**src/tmc_pkg.sv**
```systemverilog
// Shared types, constants and the CORDIC arctangent table for the model matrix composer.
// Used by every module in src; depends on nothing.
package tmc_pkg;

    localparam int SINCOS_ITERATIONS = 16;
    localparam int MAX_STEPS         = 24;
    localparam int N_STEPS           = (SINCOS_ITERATIONS > MAX_STEPS) ? MAX_STEPS
                                                                       : SINCOS_ITERATIONS;
    // stage 0 angle prep, N_STEPS cordic cells, post, two product stages, sum, output
    localparam int LAST              = N_STEPS + 5;
    localparam int STEP_W            = 5;

    typedef logic signed [33:0] cw_t;
    typedef logic signed [31:0] trig_t;
    typedef logic signed [32:0] rot_t;
    typedef logic signed [16:0] ang_t;

    localparam cw_t  CORDIC_GAIN  = 34'sd652032874;
    localparam cw_t  ONE_Q30      = 34'sd1073741824;
    localparam logic [39:0] DEG2RAD_Q32 = 40'd74961321;
    localparam ang_t FULL_TURN    = 17'sd23040;
    localparam ang_t HALF_TURN    = 17'sd11520;
    localparam ang_t QUARTER_TURN = 17'sd5760;

    typedef struct packed {
        logic neg;
        logic flip;
    } fold_t;

    typedef struct packed {
        logic signed [31:0] pos_x;
        logic signed [31:0] pos_y;
        logic signed [31:0] pos_z;
        logic signed [23:0] scale_x;
        logic signed [23:0] scale_y;
        logic signed [23:0] scale_z;
        fold_t [2:0]        fold;
    } side_t;

    function automatic cw_t atan_q30(input logic [STEP_W-1:0] idx);
        cw_t v;
        unique case (idx)
            5'd0:    v = 34'sd843314856;
            5'd1:    v = 34'sd497837829;
            5'd2:    v = 34'sd263043836;
            5'd3:    v = 34'sd133525158;
            5'd4:    v = 34'sd67021686;
            5'd5:    v = 34'sd33543515;
            5'd6:    v = 34'sd16775850;
            5'd7:    v = 34'sd8388437;
            5'd8:    v = 34'sd4194282;
            5'd9:    v = 34'sd2097149;
            5'd10:   v = 34'sd1048575;
            5'd11:   v = 34'sd524287;
            5'd12:   v = 34'sd262143;
            5'd13:   v = 34'sd131071;
            5'd14:   v = 34'sd65535;
            5'd15:   v = 34'sd32767;
            5'd16:   v = 34'sd16383;
            5'd17:   v = 34'sd8191;
            5'd18:   v = 34'sd4095;
            5'd19:   v = 34'sd2047;
            5'd20:   v = 34'sd1023;
            5'd21:   v = 34'sd511;
            5'd22:   v = 34'sd255;
            5'd23:   v = 34'sd127;
            default: v = '0;
        endcase
        return v;
    endfunction

    // Q30 x Q30 -> Q30, floor
    function automatic trig_t mul30(input trig_t a, input trig_t b);
        logic signed [63:0] p;
        p = 64'(a) * 64'(b);
        return p[61:30];
    endfunction

endpackage

```
**src/tmc_cordic_cell.sv**
```systemverilog
// One CORDIC rotation step with its output register; cells chain into the sin/cos pipeline.
// Depends on tmc_pkg.
module tmc_cordic_cell
    import tmc_pkg::*;
(
    input  logic              clk,
    input  logic              en,
    input  logic [STEP_W-1:0] step,
    input  cw_t               x_in,
    input  cw_t               y_in,
    input  cw_t               z_in,
    output cw_t               x_out,
    output cw_t               y_out,
    output cw_t               z_out
);

    cw_t dx;
    cw_t dy;
    cw_t at;
    cw_t x_next;
    cw_t y_next;
    cw_t z_next;
    cw_t x_reg;
    cw_t y_reg;
    cw_t z_reg;

    always_comb
    begin
        dx = y_in >>> step;
        dy = x_in >>> step;
        at = atan_q30(step);
        if (!z_in[33])
        begin
            x_next = x_in - dx;
            y_next = y_in + dy;
            z_next = z_in - at;
        end
        else
        begin
            x_next = x_in + dx;
            y_next = y_in - dy;
            z_next = z_in + at;
        end
    end

    always_ff @(posedge clk)
    begin
        if (en)
        begin
            x_reg <= x_next;
            y_reg <= y_next;
            z_reg <= z_next;
        end
    end

    assign x_out = x_reg;
    assign y_out = y_reg;
    assign z_out = z_reg;

endmodule

```
**config.mk**
```make
export PLATFORM = sky130hd
export DESIGN_NAME = tmc_cordic_cell
export DESIGN_NICKNAME = d
export VERILOG_FILES = /design/src/tmc_pkg.sv /design/src/tmc_cordic_cell.sv
export SDC_FILE = /design/constraint.sdc
export NUM_CORES = 1
export LEC_CHECK = 0
export ABC_CLOCK_PERIOD_IN_PS = 5100
export BUFFER_PORTS_ARGS = -buffer_cell sky130_fd_sc_hd__buf_4
export CAP_MARGIN = 40
export CORE_ASPECT_RATIO = 0.7
export CORE_MARGIN = 3
export CORE_UTILIZATION = 50
export CTS_CLUSTER_DIAMETER = 100
export DETAILED_ROUTE_END_ITERATION = 10
export PLACE_DENSITY = 0.71
export REMOVE_ABC_BUFFERS = 1
export SLEW_MARGIN = 20
export SYNTH_ARGS = -nofsm -noshare
export SYNTH_HDL_FRONTEND = slang
export SYNTH_SLANG_ARGS = --single-unit
```
**constraint.sdc**
```tcl
create_clock -name clk -period 5.1 [get_ports clk]
set_input_delay 0 -clock clk [delete_from_list [all_inputs] [get_ports clk]]
set_output_delay 0 -clock clk [all_outputs]
set_load 0.02 [all_outputs]
```
# ---- Word level (Yosys, flattened, before mapping)
# Memories as Yosys holds them, arrays and structs flattened.
# Cells that the tools add are included.
dict set report totals {
  reg_bits 102
  rom_bits 960
  in_bits 109
  output_inout_bits 102
  n_memories 1
}
# memory words word_bits read_ports rd_ports_with_merged_regs wr line
set mem_list {}
lappend mem_list {{(name not given)} 32 30 1 0 0 tmc_pkg.sv:42} ;# unique case (idx)
dict set report classes {
  n_addsub 6
  shift 2
  muxes 3
}
# cell count
set ops {}
lappend ops {{$add A34 B34 Y34} 3}
lappend ops {{$mux W34} 3}
lappend ops {{$sub A34 B34 Y34} 3}
lappend ops {{$sshr A34 B5 Y34} 2}

# ---- Logic depth before layout (Yosys ltp)
dict set report logic_depth {
  word_depth 3
  mapped_depth 28
  ltp_nobuf 21
}

# ---- Worst setup path before layout
# No wires, ideal clock.
dict set report synth_path {
  path_type {input to register}
  from {input step[0]}
  to {register y_reg[32] (netlist: y_out[32]) (data pin)}
  setup_time_ns 0.264
  arrival_ns 5.120
  required_time_ns 4.836
  slack_ns -0.284
  cell_stages 25
  path_buffers 6
  cell_sequence {buf_6 > buf_12 > buf_6 > buf_6 > buf_4 > buf_2 > mux4_2 > mux2_2 > a22oi_1 > nand2_1 > nor4b_2 > and3_1 > and3_1 > a21oi_1 > xor2_1 > ha_1 > nand4_1 > or3_1 > a211oi_1 > a2111oi_0 > o31ai_1 > o221ai_1 > o211a_1 > a31oi_1 > xor2_1}
}
dict set report synth_via {
  elab_chain_cells 3
  word_cells_on_any_way 4
}
# item line
set synth_rtl {}
lappend synth_rtl {{from (decl)} tmc_cordic_cell.sv:8} ;# input logic [STEP_W-1:0] step,
lappend synth_rtl {{$sshr A34 B5 Y34 *} tmc_cordic_cell.sv:30} ;# dy = x_in >>> step;
lappend synth_rtl {{$add A34 B34 Y34 or $sub A34 B34 Y34 (tied branches)} {tmc_cordic_cell.sv:35, tmc_cordic_cell.sv:41}}
lappend synth_rtl {{$mux W34 *} tmc_cordic_cell.sv:32} ;# if (!z_in[33])
lappend synth_rtl {{via y_next[32]} tmc_cordic_cell.sv:21} ;# cw_t y_next;
lappend synth_rtl {{to (signal assigned)} tmc_cordic_cell.sv:51} ;# y_reg <= y_next;
lappend synth_rtl {{to (decl)} tmc_cordic_cell.sv:24} ;# cw_t y_reg;
# Mark *: on every way through the listed nets, which the timed path passes. The rest lies on a longest branch.
# A chain may end at the register's enable or synchronous reset.

# ---- Worst setup path after layout
dict set report layout_path {
  from {input step[0]}
  to {register x_reg[32] (netlist: x_out[32]) (data pin)}
}
dict set report layout_via {
  elab_chain_cells 3
  word_cells_on_any_way 4
}
# item line
set layout_rtl {}
lappend layout_rtl {{$sshr A34 B5 Y34 *} tmc_cordic_cell.sv:29} ;# dx = y_in >>> step;
lappend layout_rtl {{$sub A34 B34 Y34 or $add A34 B34 Y34 (tied branches)} {tmc_cordic_cell.sv:34, tmc_cordic_cell.sv:40}}
lappend layout_rtl {{$mux W34 *} tmc_cordic_cell.sv:32}
lappend layout_rtl {{via x_next[32]} tmc_cordic_cell.sv:20} ;# cw_t x_next;
lappend layout_rtl {{to (signal assigned)} tmc_cordic_cell.sv:50} ;# x_reg <= x_next;
lappend layout_rtl {{to (decl)} tmc_cordic_cell.sv:23} ;# cw_t x_reg;
# Marked as above.

==> impl_metrics.ini <==
[floorplanning]
die_w_um = 217
dieArea_um2 = 33300
row_count = 53
initial_utilization_pct = 51.3
core_area_um2 = 30300
die_h_um = 153
ioPinCount = 211

[place]
placed_cells = 2704
place_area_um2 = 20700
detailedPlacementHpwl_um = 52600
gp_congestion = 1.12
io_buffers = 210

[global_route]
track_usage_pct = 38.3
grt_pass1_wl_um = 98700
grt_antenna_before_repair = 1
grt_max_degree = 54
grt_pass1_vias = 16880
grt_overflow = 0

[clocking]
clkTransAtPathRegs_ns = 0.08
cts_tree = built
clk_path_buf_depth = 2
root_buffer = clkbuf_16
htree_levels = 3
cts_buffers = 9
clkSinkCount = 102

[worst_setup_path]
worst-setup-path-type = input port to flip-flop
end_kind = flip-flop
worstPathArrival_ns = 5.01
crit_fanout = 25
cp_data_required_time_ns = 5.24
start_kind = input port

[sta]
timing_hold_violations_final = 0
layout_min_cycle_time_ns = 4.87
min_period_over_period_pct = 95.4
slew_headroom_pct = 45.9
fmax_ghz = 0.205
worst_pin_slew_ns = 0.809
finalSetupViolCount = 0
drv_slew = 0

[yosys]
postSynthAreaPerCell_um2 = 9.06
synth_area_leaders = edfxtp_1, mux4_2, ha_1
yosys_register_bits = 102
synth-edff-count = 102
ys_async_sr_fraction_pct = 0
synth_area_um2 = 15500
yosysWarnings = 0
yosysTopAreaCell = edfxtp_1
synthCells = 1715
seq_area_frac_synth_pct = 19.7
synth.distinct_cells = 91
synth_top_cell_area_share_pct = 19.7
ys.flop_type = edfxtp_1

[drt]
vias = 17518
route.detailed.drc = 0
vias_per_cell = 6.42
drtPass1Iterations = 8
ant_nets = 0
drtIter0Drc = 2176
drt-wirelength-per-cell_um = 23.7
wl_um = 64700

[final_layout]
area_growth_pct = 37.0
final_nets = 2532
seqCellArea_um2 = 3060
multi_input_area_um2 = 12000
n_antenna_cell = 0
stdcell_area_um2 = 21300
drive_gt1_share_pct = 38.4
fin_cells = 2727
fillCellCount = 2350

[power_and_ir_drop]
pwr_density_cell_nw_per_um2 = 277
ir_worst_vdd_v = 0.000208
p_leak_nw = 9.47

[job]
drv_cap = 0

[run_status]
outcome = finished clean

[min_path]
hp-class = input port to flip-flop
==> stage by stage <==
stage	power [mW]	utilization, %	setup TNS, ns	hold WS [ns]	worst slack, ns
floorplan	3.25	-	0	0.112	0.196
global placement	4.90	68.2	-5.51	0.306	-0.419
detailed placement	4.97	68.2	-6.85	0.318	-0.539
CTS	5.78	69.4	0	0.0630	0.0205
global route	6.22	70.2	-0.0747	0.0900	-0.0302
finish	5.89	70.2	0	0.0802	0.232
==> path summary, 6_finish.rpt <==
| check | startpoint | endpoint | depth (start not counted) | slack (ns) |
|---|---|---|---|---|
| setup / recovery | step[0] | x_out[32] | 21 | 0.23 |
| hold / removal | z_in[32] | z_out[32] | 3 | 0.08 |
==> state kept, by name (all words and copies together), names as in the netlist <==
name and flops:
x_out 34, y_out 34, z_out 34
==> cell families after synthesis <==
group	count (synthesis)	synth area share, %
flops	102	19.7
compound gates	530	22.7
buf+inv	153	4.78
fa+ha+maj	113	9.25
xor+xnor	172	9.70
mux	183	19.1
simple gates	462	14.8
==> final cells by class <==
class / instances / area share, %
inverters: 52 / 0.917
clock inverters: 7 / 0.376
well taps: 412 / 2.42
multi-input cells: 1460 / 56.2
clock buffers: 9 / 1.06
flip-flops and latches: 102 / 14.4
repair buffers: 685 / 24.6
==> power breakdown <==
part	internal [mW]	total (mW)	switching (mW)
Combinational	1.79	3.79	2.00
Sequential	1.25	1.32	0.0657
Clock	0.389	0.774	0.385
Total	3.44	5.89	2.45
==> per-layer routing <==
metal  share of wire, %  GRT usage [%]  vias up
li1                   -              -     7801
met2                 42           56.1     1122
met1                 42           54.2     8440
met5              0.025              0        -
met4                3.0           9.68        2
met3                 13           12.9      153
==> worst max-delay path: stages <==
cell       delay (ns)
buf_16           0.18
mux2_2           0.37
mux4_2           0.52
o2bb2ai_1        0.25
a2bb2oi_1        0.19
buf_4            0.15
and4b_1          0.23
or4b_1           0.50
nor2_2           0.17
a21oi_1          0.10
xnor2_1          0.15
ha_1             0.29
and4_1           0.25
nand2_1          0.09
or3_1            0.44
a21oi_2          0.20
o31ai_1          0.10
buf_4            0.14
nand4bb_4        0.21
a221oi_2         0.32
xor2_1           0.10
==> placed cells by master, fill, tap and decap left out, types with 9 or more instances in the layout <==
| cell | count |
|---|---|
| a211oi_1 | 15 |
| a21o_1 | 51 |
| a21oi_1 | 141 |
| a221oi_1 | 12 |
| a31oi_1 | 30 |
| a41oi_1 | 10 |
| and2_1 | 18 |
| and3_1 | 16 |
| buf_4 | 672 |
| clkbuf_16 | 9 |
| edfxtp_1 | 102 |
| ha_1 | 110 |
| inv_1 | 49 |
| mux2_2 | 34 |
| mux2i_1 | 52 |
| mux4_2 | 87 |
| nand2_1 | 118 |
| nand2b_1 | 19 |
| nand3_1 | 30 |
| nand4_1 | 9 |
| nor2_1 | 140 |
| nor2b_1 | 19 |
| nor3_1 | 25 |
| o211ai_1 | 19 |
| o21a_1 | 15 |
| o21ai_0 | 85 |
| o21bai_1 | 18 |
| o22ai_1 | 14 |
| or2_2 | 11 |
| or3_1 | 15 |
| xnor2_1 | 109 |
| xor2_1 | 63 |
==> synthesized netlist by cell type, drive strengths merged, types with 19 or more instances <==
library cell	n
buf	57
a21o	51
edfxtp	102
a211oi	19
clkbuf	44
mux2i	59
mux4	87
nand3	31
nor3	28
xor2	63
o21ai	88
nand2	118
a31oi	30
xnor2	109
nor2	141
mux2	37
inv	51
nor2b	20
nand2b	19
o211ai	19
ha	110
a21oi	143
==> timing repair <==
item                                    in CTS  in global routing
endpoints found under the setup margin       8                 31
pin swaps                                    0                 10
hold endpoints to repair                     4                  0
setup buffers                                0                  3
gates cloned                                 0                  0
hold buffers                                 4                  0
resized for setup                            4                 49
(Power assumes the default switching activity.)
