## config.mk

```make
export PLATFORM = sky130hd
export DESIGN_NAME = tmc_angle_prep
export DESIGN_NICKNAME = d
export VERILOG_FILES = /design/src/tmc_pkg.sv /design/src/tmc_angle_prep.sv
export SDC_FILE = /design/constraint.sdc
export NUM_CORES = 1
export LEC_CHECK = 0
export BUFFER_PORTS_ARGS = -buffer_cell sky130_fd_sc_hd__buf_2
export CAP_MARGIN = 20
export CELL_PAD_IN_SITES_DETAIL_PLACEMENT = 0
export CELL_PAD_IN_SITES_GLOBAL_PLACEMENT = 1
export CORE_MARGIN = 5
export CORE_UTILIZATION = 45
export DETAILED_ROUTE_END_ITERATION = 8
export GPL_ROUTABILITY_DRIVEN = 0
export PLACE_DENSITY_LB_ADDON = 0.1
export REMOVE_ABC_BUFFERS = 1
export SYNTH_ARGS = -nofsm -noshare
export SYNTH_HDL_FRONTEND = slang
export SYNTH_SLANG_ARGS = --single-unit
```

## constraint.sdc

```tcl
create_clock -name vclk -period 13.5
set_input_delay 1.35 -clock vclk [all_inputs]
set_output_delay 1.35 -clock vclk [all_outputs]
set_load 0.01 [all_outputs]
```

## src/tmc_pkg.sv

```systemverilog
// Shared types, constants and the CORDIC arctangent table for the model matrix composer.
// Used by every module in src; depends on nothing.
package tmc_pkg;

    localparam int SINCOS_ITERATIONS = 16;
    localparam int MAX_STEPS         = 24;
    localparam int N_STEPS           = (SINCOS_ITERATIONS > MAX_STEPS) ? MAX_STEPS
                                                                       : SINCOS_ITERATIONS;
    // stage 0 angle prep, N_STEPS cordic cells, post, two product stages, sum, output
    localparam int LAST              = N_STEPS + 5;
    localparam int STEP_W            = 5;

    typedef logic signed [33:0] cw_t;
    typedef logic signed [31:0] trig_t;
    typedef logic signed [32:0] rot_t;
    typedef logic signed [16:0] ang_t;

    localparam cw_t  CORDIC_GAIN  = 34'sd652032874;
    localparam cw_t  ONE_Q30      = 34'sd1073741824;
    localparam logic [39:0] DEG2RAD_Q32 = 40'd74961321;
    localparam ang_t FULL_TURN    = 17'sd23040;
    localparam ang_t HALF_TURN    = 17'sd11520;
    localparam ang_t QUARTER_TURN = 17'sd5760;

    typedef struct packed {
        logic neg;
        logic flip;
    } fold_t;

    typedef struct packed {
        logic signed [31:0] pos_x;
        logic signed [31:0] pos_y;
        logic signed [31:0] pos_z;
        logic signed [23:0] scale_x;
        logic signed [23:0] scale_y;
        logic signed [23:0] scale_z;
        fold_t [2:0]        fold;
    } side_t;

    function automatic cw_t atan_q30(input logic [STEP_W-1:0] idx);
        cw_t v;
        unique case (idx)
            5'd0:    v = 34'sd843314856;
            5'd1:    v = 34'sd497837829;
            5'd2:    v = 34'sd263043836;
            5'd3:    v = 34'sd133525158;
            5'd4:    v = 34'sd67021686;
            5'd5:    v = 34'sd33543515;
            5'd6:    v = 34'sd16775850;
            5'd7:    v = 34'sd8388437;
            5'd8:    v = 34'sd4194282;
            5'd9:    v = 34'sd2097149;
            5'd10:   v = 34'sd1048575;
            5'd11:   v = 34'sd524287;
            5'd12:   v = 34'sd262143;
            5'd13:   v = 34'sd131071;
            5'd14:   v = 34'sd65535;
            5'd15:   v = 34'sd32767;
            5'd16:   v = 34'sd16383;
            5'd17:   v = 34'sd8191;
            5'd18:   v = 34'sd4095;
            5'd19:   v = 34'sd2047;
            5'd20:   v = 34'sd1023;
            5'd21:   v = 34'sd511;
            5'd22:   v = 34'sd255;
            5'd23:   v = 34'sd127;
            default: v = '0;
        endcase
        return v;
    endfunction

    // Q30 x Q30 -> Q30, floor
    function automatic trig_t mul30(input trig_t a, input trig_t b);
        logic signed [63:0] p;
        p = 64'(a) * 64'(b);
        return p[61:30];
    endfunction

endpackage

```

## src/tmc_angle_prep.sv

```systemverilog
// Angle reduction: Q10.6 degrees to a folded magnitude in Q2.30 radians plus sign/fold flags.
// Depends on tmc_pkg.
module tmc_angle_prep
    import tmc_pkg::*;
(
    input  logic signed [15:0] angle,
    output cw_t                z,
    output fold_t              fold
);

    ang_t        a;
    ang_t        r1;
    ang_t        r2;
    ang_t        r3;
    ang_t        rn;
    logic [12:0] mag;
    logic [39:0] prod;

    always_comb
    begin
        a = {angle[15], angle};
        if (a >= FULL_TURN)
            r1 = a - FULL_TURN;
        else if (a <= -FULL_TURN)
            r1 = a + FULL_TURN;
        else
            r1 = a;

        if (r1 >= HALF_TURN)
            r2 = r1 - FULL_TURN;
        else if (r1 < -HALF_TURN)
            r2 = r1 + FULL_TURN;
        else
            r2 = r1;

        fold.flip = 1'b0;
        if (r2 > QUARTER_TURN)
        begin
            r3 = r2 - HALF_TURN;
            fold.flip = 1'b1;
        end
        else if (r2 < -QUARTER_TURN)
        begin
            r3 = r2 + HALF_TURN;
            fold.flip = 1'b1;
        end
        else
        begin
            r3 = r2;
        end

        fold.neg = r3[16];
        rn   = -r3;
        mag  = fold.neg ? rn[12:0] : r3[12:0];
        prod = 40'(mag) * DEG2RAD_Q32;
        z    = {2'b00, prod[39:8]};
    end

endmodule

```

# Word-level counts from Yosys, hierarchy flattened
# Index checks and enable logic that the tools add are counted.
dict set report totals {
  regBits 0
  out_inout_bits 36
  word_cells 23
}
dict set report op_classes {
  add_sub_neg 7
  mul 1
  n_lt_le_gt_ge 6
  mux 9
}
# op count
set ops {}
lappend ops {{$mux W17} 6}
lappend ops {{$mul A13 B27 Y40 const B} 1}
lappend ops {{$add A16 B16 Y17 const B} 1}
lappend ops {{$add A17 B15 Y17 const B} 1}
lappend ops {{$add A17 B16 Y17 const B} 1}
lappend ops {{$ge A17 B15 Y1 const B} 1}
lappend ops {{$gt A17 B14 Y1 const B} 1}
lappend ops {{$lt A17 B14 Y1 const B} 1}
lappend ops {{$lt A17 B15 Y1 const B} 1}
lappend ops {{$sub A16 B16 Y17 const B} 1}
lappend ops {{$sub A17 B15 Y17 const B} 1}
lappend ops {{$sub A17 B16 Y17 const B} 1}
lappend ops {{$ge A16 B16 Y1 const B} 1}
lappend ops {{$le A16 B16 Y1 const B} 1}
lappend ops {{$mux W13} 1}
lappend ops {{$neg A13 Y13} 1}
lappend ops {{$mux W1} 2}

# Logic depth before layout (Yosys ltp)
# Gate-level depths: netlist of the first run.
dict set report depth {
  ltp_word 12
  mapped_depth 42
  mapped_depth_nobuf 40
}

# Least setup slack after synthesis of the first run
# OpenSTA, ideal clock, no wires.
dict set report synth_timing {
  path_type {input to output}
  start {input port angle[0]}
  end {output port z[31]}
  arrival_time_ns 10.828
  path_slack_ns 1.322
  path_stages 41
  n_path_buf 1
  cell_sequence {inv_1 > ha_1 > nor4b_4 > and4_4 > nor2_2 > o32ai_1 > o21ai_0 > a31oi_2 > nor2_1 > xnor2_1 > inv_1 > ha_1 > or3_1 > a21o_1 > a32oi_2 > inv_2 > buf_6 > o21ai_1 > (+5 left out) > inv_1 > fa_1 > inv_1 > fa_1 > inv_1 > ha_1 > a21o_1 > a21o_1 > a21oi_1 > nand3b_1 > a21oi_1 > o21ai_0 > a31oi_1 > a211o_1 > o21ai_0 > o21ai_0 > a21boi_0 > or2_2}
}
# item line
set synth_rtl {}
lappend synth_rtl {{start: declaration} tmc_angle_prep.sv:6} ;# input logic signed [15:0] angle,
lappend synth_rtl {{end: declaration} tmc_angle_prep.sv:7} ;# output cw_t z,

# Worst setup path in the final report of the first run
dict set report layout_timing {
  start {input port angle[0]}
  end {output port z[31]}
}
dict set report layout_between {
  elab_chain_cells 12
  word_cells_on_any_way 21
  cone_classes {7 x add/sub; 1 x mul; 6 x order compare; 7 x mux}
}
# item line
set layout_rtl {}
lappend layout_rtl {{$add A16 B16 Y17 / $le A16 B16 Y1 (equally long branches)} {tmc_angle_prep.sv:25, tmc_angle_prep.sv:24}}
lappend layout_rtl {{$mux W17} tmc_angle_prep.sv:24} ;# else if (a <= -FULL_TURN)
lappend layout_rtl {{$mux W17 *} tmc_angle_prep.sv:22} ;# if (a >= FULL_TURN)
lappend layout_rtl {{$add A17 B16 Y17 / $lt A17 B15 Y1 (equally long branches)} {tmc_angle_prep.sv:32, tmc_angle_prep.sv:31}}
lappend layout_rtl {{$mux W17} tmc_angle_prep.sv:31} ;# else if (r1 < -HALF_TURN)
lappend layout_rtl {{$mux W17 *} tmc_angle_prep.sv:29} ;# if (r1 >= HALF_TURN)
lappend layout_rtl {{$add A17 B15 Y17 / $lt A17 B14 Y1 (equally long branches)} {tmc_angle_prep.sv:44, tmc_angle_prep.sv:42}}
lappend layout_rtl {{$mux W17} tmc_angle_prep.sv:42} ;# else if (r2 < -QUARTER_TURN)
lappend layout_rtl {{$mux W17 *} tmc_angle_prep.sv:37} ;# if (r2 > QUARTER_TURN)
lappend layout_rtl {{$neg A13 Y13} tmc_angle_prep.sv:53} ;# rn = -r3;
lappend layout_rtl {{$mux W13 *} tmc_angle_prep.sv:54} ;# mag = fold.neg ? rn[12:0] : r3[12:0];
lappend layout_rtl {{$mul A13 B27 Y40 *} tmc_angle_prep.sv:55} ;# prod = 40'(mag) * DEG2RAD_Q32;
# Mark *: on every way between the ends. The rest lies on a longest branch, timed or not.

==> flow_metrics.tcl, run 1 <==
set metrics [dict create \
    outcome "finished, final reports clean" \
    fillers 1524 \
    wl_per_cell_microns 16.85 \
    cp_common_cell "inv_1" \
    nClkBuffers 0 \
    finalCoreUtilization_pct 50.41 \
    fmax_ghz 0.07747 \
    worstHoldStart "angle[3]" \
    synth_area_sq_um 6995 \
    post-route-period-util_pct 95.61 \
    initial_core_util_pct 46.02 \
    synth_area_per_cell_sq_um 8.788 \
    crit_required_ns 12.15 \
    criticalPathCategory "in2out" \
    final_nets 1107 \
    grt_pass1_vias 5808 \
    cp.buffers_inverters 10 \
    seqCellArea_sq_um 0 \
    die_width_microns 134.7 \
    crit_path_top_delay_cell "fa_1" \
    post-route-min-period_ns 12.91 \
    grt_max_degree 14 \
    ioPinCount 52 \
    drt_wl_total_microns 17630 \
    synth.distinct_cells 92 \
    netlist_instances 796 \
    ant_nets 0 \
    area_growth_pct 9.551 \
    ys_seq_area_share_pct 0 \
    path_depth 42 \
    crit_arrival_ns 11.56 \
    critPathLaunch "angle[0]" \
    final_common_cell "inv_1" \
    post-dp-hpwl_microns 15880 \
    core_area_sq_um 15200 \
    grt_usage_pct 19.56 \
    cp_slowest_stage_delay_ns 0.64 \
    multi_input_area_sq_um 6259 \
    drt_iter0_markers 295 \
    path_delay_family "compound AO/OA/AOI/OAI gates" \
    maxCapViolations 0 \
    finalMaxSlewViolations 0 \
    worstSetupStartpointType "input port" \
    num_rows 45 \
    antenna_found_initial 0 \
    rsz0062_at_grt "no" \
    hold_path_depth 8 \
    antenna_cells 0 \
    setup_violations 0 \
    drive_gt1_share_pct 14.22 \
    num_vias 5618 \
    hold_class "in2out" \
    finalHoldViolCount 0 \
    gr-total-overflow 0 \
    worst_pin_slew_ns 0.7913 \
    drc 0 \
    design.seq.count 0 \
    endpoint_kind "primary output" \
    holdPathEnd "z[0]" \
    io_buffers 50 \
    ys_warn_count 0 \
    slew_headroom_pct 46.87 \
    die-area_sq_um 18140 \
    vias_per_cell 5.371 \
    grt_pass1_wl_microns 29120 \
    die_y_microns 134.7 \
    final_cell_mix "inv_1, ha_1, fa_1" \
    first_pass_iters 5 \
    path_max_fanout 11 \
]
worst max-delay path by stage:
stage,slack [ns],endpoint
6_report,0.59,z[31]
5_1_grt,0.01,z[31]
4_1_cts,0.009,z[31]
3_5_place_dp,-0.15,z[31]
3_3_place_gp,0.14,z[31]
2_1_floorplan,1.33,z[31]
layout make-up:
type | count | share of cell area, %
multi-input combinational | 587 | 81.67
timing repair buffer | 74 | 5.616
inverter | 197 | 9.649
tap | 188 | 3.069
synth_stat cells, types with 5 or more instances:
library cell  number  area (sq um)
a21oi_1           26         130.1
ha_1             125          1564
nor2_1            48         180.2
o211ai_1           5         37.54
nand2_1           29         108.9
o21ai_1            6         30.03
a31oi_1            6         37.54
or2_2              8         50.05
nor2b_1            8         50.05
o21a_1             9         67.56
fa_1             106          2122
a21boi_0           5         37.54
nand3_1           11         55.05
or3_1              6         37.54
a21o_1            10         75.07
xor2_1            15         131.4
xnor2_1           37         324.1
inv_1            196         735.7
nand4_1            5         31.28
nor3_1            12         60.06
and2_1             6         37.54
o21ai_0           18         90.09
metal layers:
| layer | GRT usage (%) | vias to the layer above | share of wire (%) |
|---|---|---|---|
| li1 | - | 2727 | - |
| met1 | 27.07 | 2735 | 45 |
| met2 | 34.41 | 138 | 49 |
| met3 | 1.639 | 18 | 4.1 |
| met4 | 2.376 | 0 | 1.4 |
| met5 | 0 | - | 0 |
kinds of logic (layout without fill, tap and decap cells):
kind of cell | Yosys count | after routing | share of synthesized area, %
fa+ha+maj | 231 | 231 | 52.69
mux | 3 | 3 | 0.4829
compound gates | 137 | 137 | 15.83
buf+inv | 210 | 271 | 11.66
xor+xnor | 54 | 54 | 6.976
simple gates | 160 | 160 | 12.31
other cells | 1 | 2 | 0.05361
worst min-delay path, delay by kind of cell:
family,cells,cell delay (ns)
AOI/OAI and AO/OA,2,0.27
xor gates and xnor gates,2,0.20
adders and majority gates,1,0.15
buffers and inverters,2,0.32
and+or+nand+nor,1,0.10
timing repair:
item,4_1_cts,5_1_grt
hold endpoints to repair,0,0
buffers inserted,0,10
hold buffers,0,0
endpoints found under the setup margin,2,13
gates resized for setup,2,9
pin swaps,0,4
metrics by stage:
step,instances,hold WS [ns],setup TNS [ns],area [sq um],setup slack [ns]
3_5_place_dp,1036,3.745,-0.1483,7513,-0.1483
6_report,1046,3.744,0,7664,0.5923
5_1_grt,1046,3.840,0,7664,0.01316
4_1_cts,1036,3.757,0,7525,0.008780
3_3_place_gp,1036,3.764,0,7513,0.1428
2_1_floorplan,784,3.288,0,6923,1.327
Power of run 1 is left out: the tool's default activity adds up to more than one toggle a clock period on the data nets, which glitch-free logic cannot reach.
==> run 2, diff against run 1 <==
PLACE_DENSITY_LB_ADDON = 0.05   (was 0.1)
==> run 2 against run 1 <==
Net effect: non-clock buffer count is 8 lower; global-route usage is 0.49 points lower; largest cell class unchanged; count of clock-buffer cells in the layout unchanged; wire length fell by 2.9%; critical path type unchanged.
==> flow_metrics.tcl, run 2 (same netlist as run 1, synthesis figures left out) <==
set metrics [dict create \
    nClkBuffers 0 \
    drt_wl_total_microns 17110 \
    final_common_cell "inv_1" \
    first_pass_iters 5 \
    fillers 1498 \
    antenna_cells 0 \
    initial_core_util_pct 46.02 \
    maxCapViolations 0 \
    num_vias 5552 \
    ioPinCount 52 \
    wl_per_cell_microns 16.48 \
    endpoint_kind "primary output" \
    core_area_sq_um 15200 \
    post-cts-setup-buffers 0 \
    grt_pass1_vias 5807 \
    finalMaxSlewViolations 0 \
    critPathLaunch "angle[0]" \
    hold_ws_ns 3.783 \
    grt_pass1_wl_microns 28530 \
    cp_common_cell "inv_1" \
    drive_gt1_share_pct 13.41 \
    path_max_fanout 11 \
    tns_ns 0 \
    seqCellArea_sq_um 0 \
    vias_per_cell 5.349 \
    criticalPathCategory "in2out" \
    fmax_ghz 0.07832 \
    dpl_cell_area_sq_um 7528 \
    die_y_microns 134.7 \
    drc 0 \
    gr-total-overflow 0 \
    cp.buffers_inverters 11 \
    antenna_found_initial 0 \
    die_width_microns 134.7 \
    grt_usage_pct 19.07 \
    grt_max_degree 14 \
    setup_violations 0 \
    crit_arrival_ns 11.42 \
    slew_headroom_pct 45.81 \
    die-area_sq_um 18140 \
    finalHoldViolCount 0 \
    crit_path_top_delay_cell "fa_1" \
    final_cell_mix "inv_1, ha_1, fa_1" \
    area_growth_pct 8.693 \
    io_buffers 50 \
    worst_pin_slew_ns 0.8070 \
    worstHoldStart "angle[3]" \
    final_nets 1099 \
    num_rows 45 \
    design.seq.count 0 \
    ant_nets 0 \
    rsz0062_at_grt "no" \
    worstSetupStartpointType "input port" \
    post-route-min-period_ns 12.77 \
    post-route-period-util_pct 94.58 \
    outcome "finished, final reports clean" \
    post-dp-hpwl_microns 15770 \
    fin_area_sq_um 7604 \
    crit_required_ns 12.15 \
    path_delay_family "compound AO/OA/AOI/OAI gates" \
    cp_slowest_stage_delay_ns 0.54 \
    drt_iter0_markers 338 \
    hold_class "in2out" \
]
-- run 2: final cells by class --
class,count,area [sq um],share of cell area [%]
Tap cell,188,235.2,3.094
Inverter,197,739.5,9.725
Multi-Input combinational cell,587,6259,82.31
Timing Repair Buffer,66,370.4,4.871
-- run 2: path summary, 6_finish.rpt --
check	slack [ns]	depth (start not counted)	to
setup / recovery	0.73	44	z[31]
hold / removal	3.78	8	z[0]
-- run 2: timing repair --
action	CTS	global route
setup endpoints to repair	0	11
resized for setup	0	11
hold buffers	0	0
-- run 2: per-layer routing --
layer  part of all wire (%)  vias up  GRT usage (%)
met5                      0        -              0
met4                    1.3        0          1.980
met3                    4.3       22         0.5589
met2                     49      154          33.96
met1                     45     2662          26.81
li1                       -     2714              -
-- run 2: metrics by stage --
| stage | utilization, % | std cells | setup WS (ns) |
|---|---|---|---|
| 2_1_floorplan | - | 784 | 1.327 |
| 3_3_place_gp | 49.52 | 1038 | 0.3698 |
| 3_5_place_dp | 49.52 | 1038 | 0.1963 |
| 4_1_cts | 49.52 | 1038 | 0.1477 |
| 5_1_grt | 50.02 | 1038 | 0.01880 |
| 6_report | 50.02 | 1038 | 0.7311 |
Power of run 2 is left out for the same reason.
==> run 3, diff against run 2 <==
RECOVER_POWER = 50   (was unset)
==> run 3 against run 2 <==
Net effect: utilization about the same; sequential cell count unchanged; highest routed layer unchanged; global-route usage unchanged; final area about the same; non-clock buffer count unchanged; final cell count unchanged; sequential share of layout area unchanged.
==> flow_metrics.tcl, run 3 (same netlist as run 1, synthesis figures left out) <==
set metrics [dict create \
    outcome "finished, final reports clean" \
    dp_slack_ns 0.1963 \
    hold_class "in2out" \
    gr-total-overflow 0 \
    crit_required_ns 12.15 \
    area_growth_pct 8.585 \
    fillers 1497 \
    drt_iter0_markers 335 \
    final_cell_mix "inv_1, ha_1, fa_1" \
    die-area_sq_um 18140 \
    setup_ws_ns 0.7206 \
    antenna_cells 0 \
    post-route-period-util_pct 94.66 \
    crit_arrival_ns 11.43 \
    grt_max_degree 14 \
    worstSetupStartpointType "input port" \
    finalCoreUtilization_pct 49.97 \
    cp_common_cell "inv_1" \
    num_rows 45 \
    cp_slowest_stage_delay_ns 0.54 \
    tns_ns 0 \
    path_delay_family "compound AO/OA/AOI/OAI gates" \
    worst_pin_slew_ns 0.8069 \
    first_pass_iters 5 \
    path_max_fanout 11 \
    final_common_cell "inv_1" \
    slew_headroom_pct 45.82 \
    multi_input_area_sq_um 6259 \
    post-route-min-period_ns 12.78 \
    grt_usage_pct 19.07 \
    drt_wl_total_microns 17090 \
    fmax_ghz 0.07825 \
    antenna_found_initial 0 \
    setup_violations 0 \
    initial_core_util_pct 46.02 \
    ioPinCount 52 \
    holdBufCountCts 0 \
    post-cts-setup-buffers 0 \
    die_y_microns 134.7 \
    cp.buffers_inverters 11 \
    grt_pass1_vias 5807 \
    vias_per_cell 5.360 \
    finalMaxSlewViolations 0 \
    wl_per_cell_microns 16.47 \
    crit_path_top_delay_cell "fa_1" \
    io_buffers 50 \
    criticalPathCategory "in2out" \
    ant_nets 0 \
    die_width_microns 134.7 \
    maxCapViolations 0 \
    drive_gt1_share_pct 12.71 \
    dpl_cell_area_sq_um 7528 \
    endpoint_kind "primary output" \
    finalHoldViolCount 0 \
    design.seq.count 0 \
    final_nets 1099 \
    grt_pass1_wl_microns 28530 \
    rsz0062_at_grt "no" \
    post-dp-hpwl_microns 15770 \
    fin_area_sq_um 7596 \
    core_area_sq_um 15200 \
    seqCellArea_sq_um 0 \
    num_vias 5564 \
    drc 0 \
    nClkBuffers 0 \
]
==> run 3: cell count changes in the layout (fill, tap and decap cells not counted) <==
cell	before	now
o21ai_0	18	19
clkbuf_1	0	6
buf_2	50	44
o21ai_1	5	4
==> run 3: area by class of cell <==
| type | instances | area share (%) |
|---|---|---|
| inverters | 197 | 9.735 |
| multi-input cells | 587 | 82.39 |
| repair buffers | 66 | 4.777 |
| well taps | 188 | 3.097 |
==> run 3: final timing paths <==
path              startpoint  endpoint  slack (ns)  cells after the start
hold / removal      angle[3]      z[0]        3.78                      8
setup / recovery    angle[0]     z[31]        0.72                     44
==> run 3: metrics by stage <==
| step | hold slack (ns) | cells |
|---|---|---|
| 3_5_place_dp | 3.770 | 1038 |
| 2_1_floorplan | 3.288 | 784 |
| 3_3_place_gp | 3.785 | 1038 |
| 6_report | 3.783 | 1038 |
| 5_1_grt | 3.901 | 1038 |
| 4_1_cts | 3.784 | 1038 |
==> run 3: what timing repair did <==
| action | 4_1_cts | 5_1_grt |
|---|---|---|
| setup endpoints to repair | 0 | 11 |
| endpoints found under the hold margin | 0 | 0 |
| gates resized for setup | 0 | 11 |
==> run 3: metal layers <==
metal	part of all wire (%)	global-route usage, %
met3	4.3	0.5589
met2	49	33.96
met1	45	26.81
met5	0	0
met4	1.3	1.980
==> run 3: tightest hold or removal path: stages <==
cell	delay, ns
buf_2	0.21
xnor2_1	0.11
nor2_1	0.10
ha_1	0.16
a21oi_1	0.07
o21bai_1	0.21
xor2_1	0.08
buf_2	0.13
Power of run 3 is left out for the same reason.
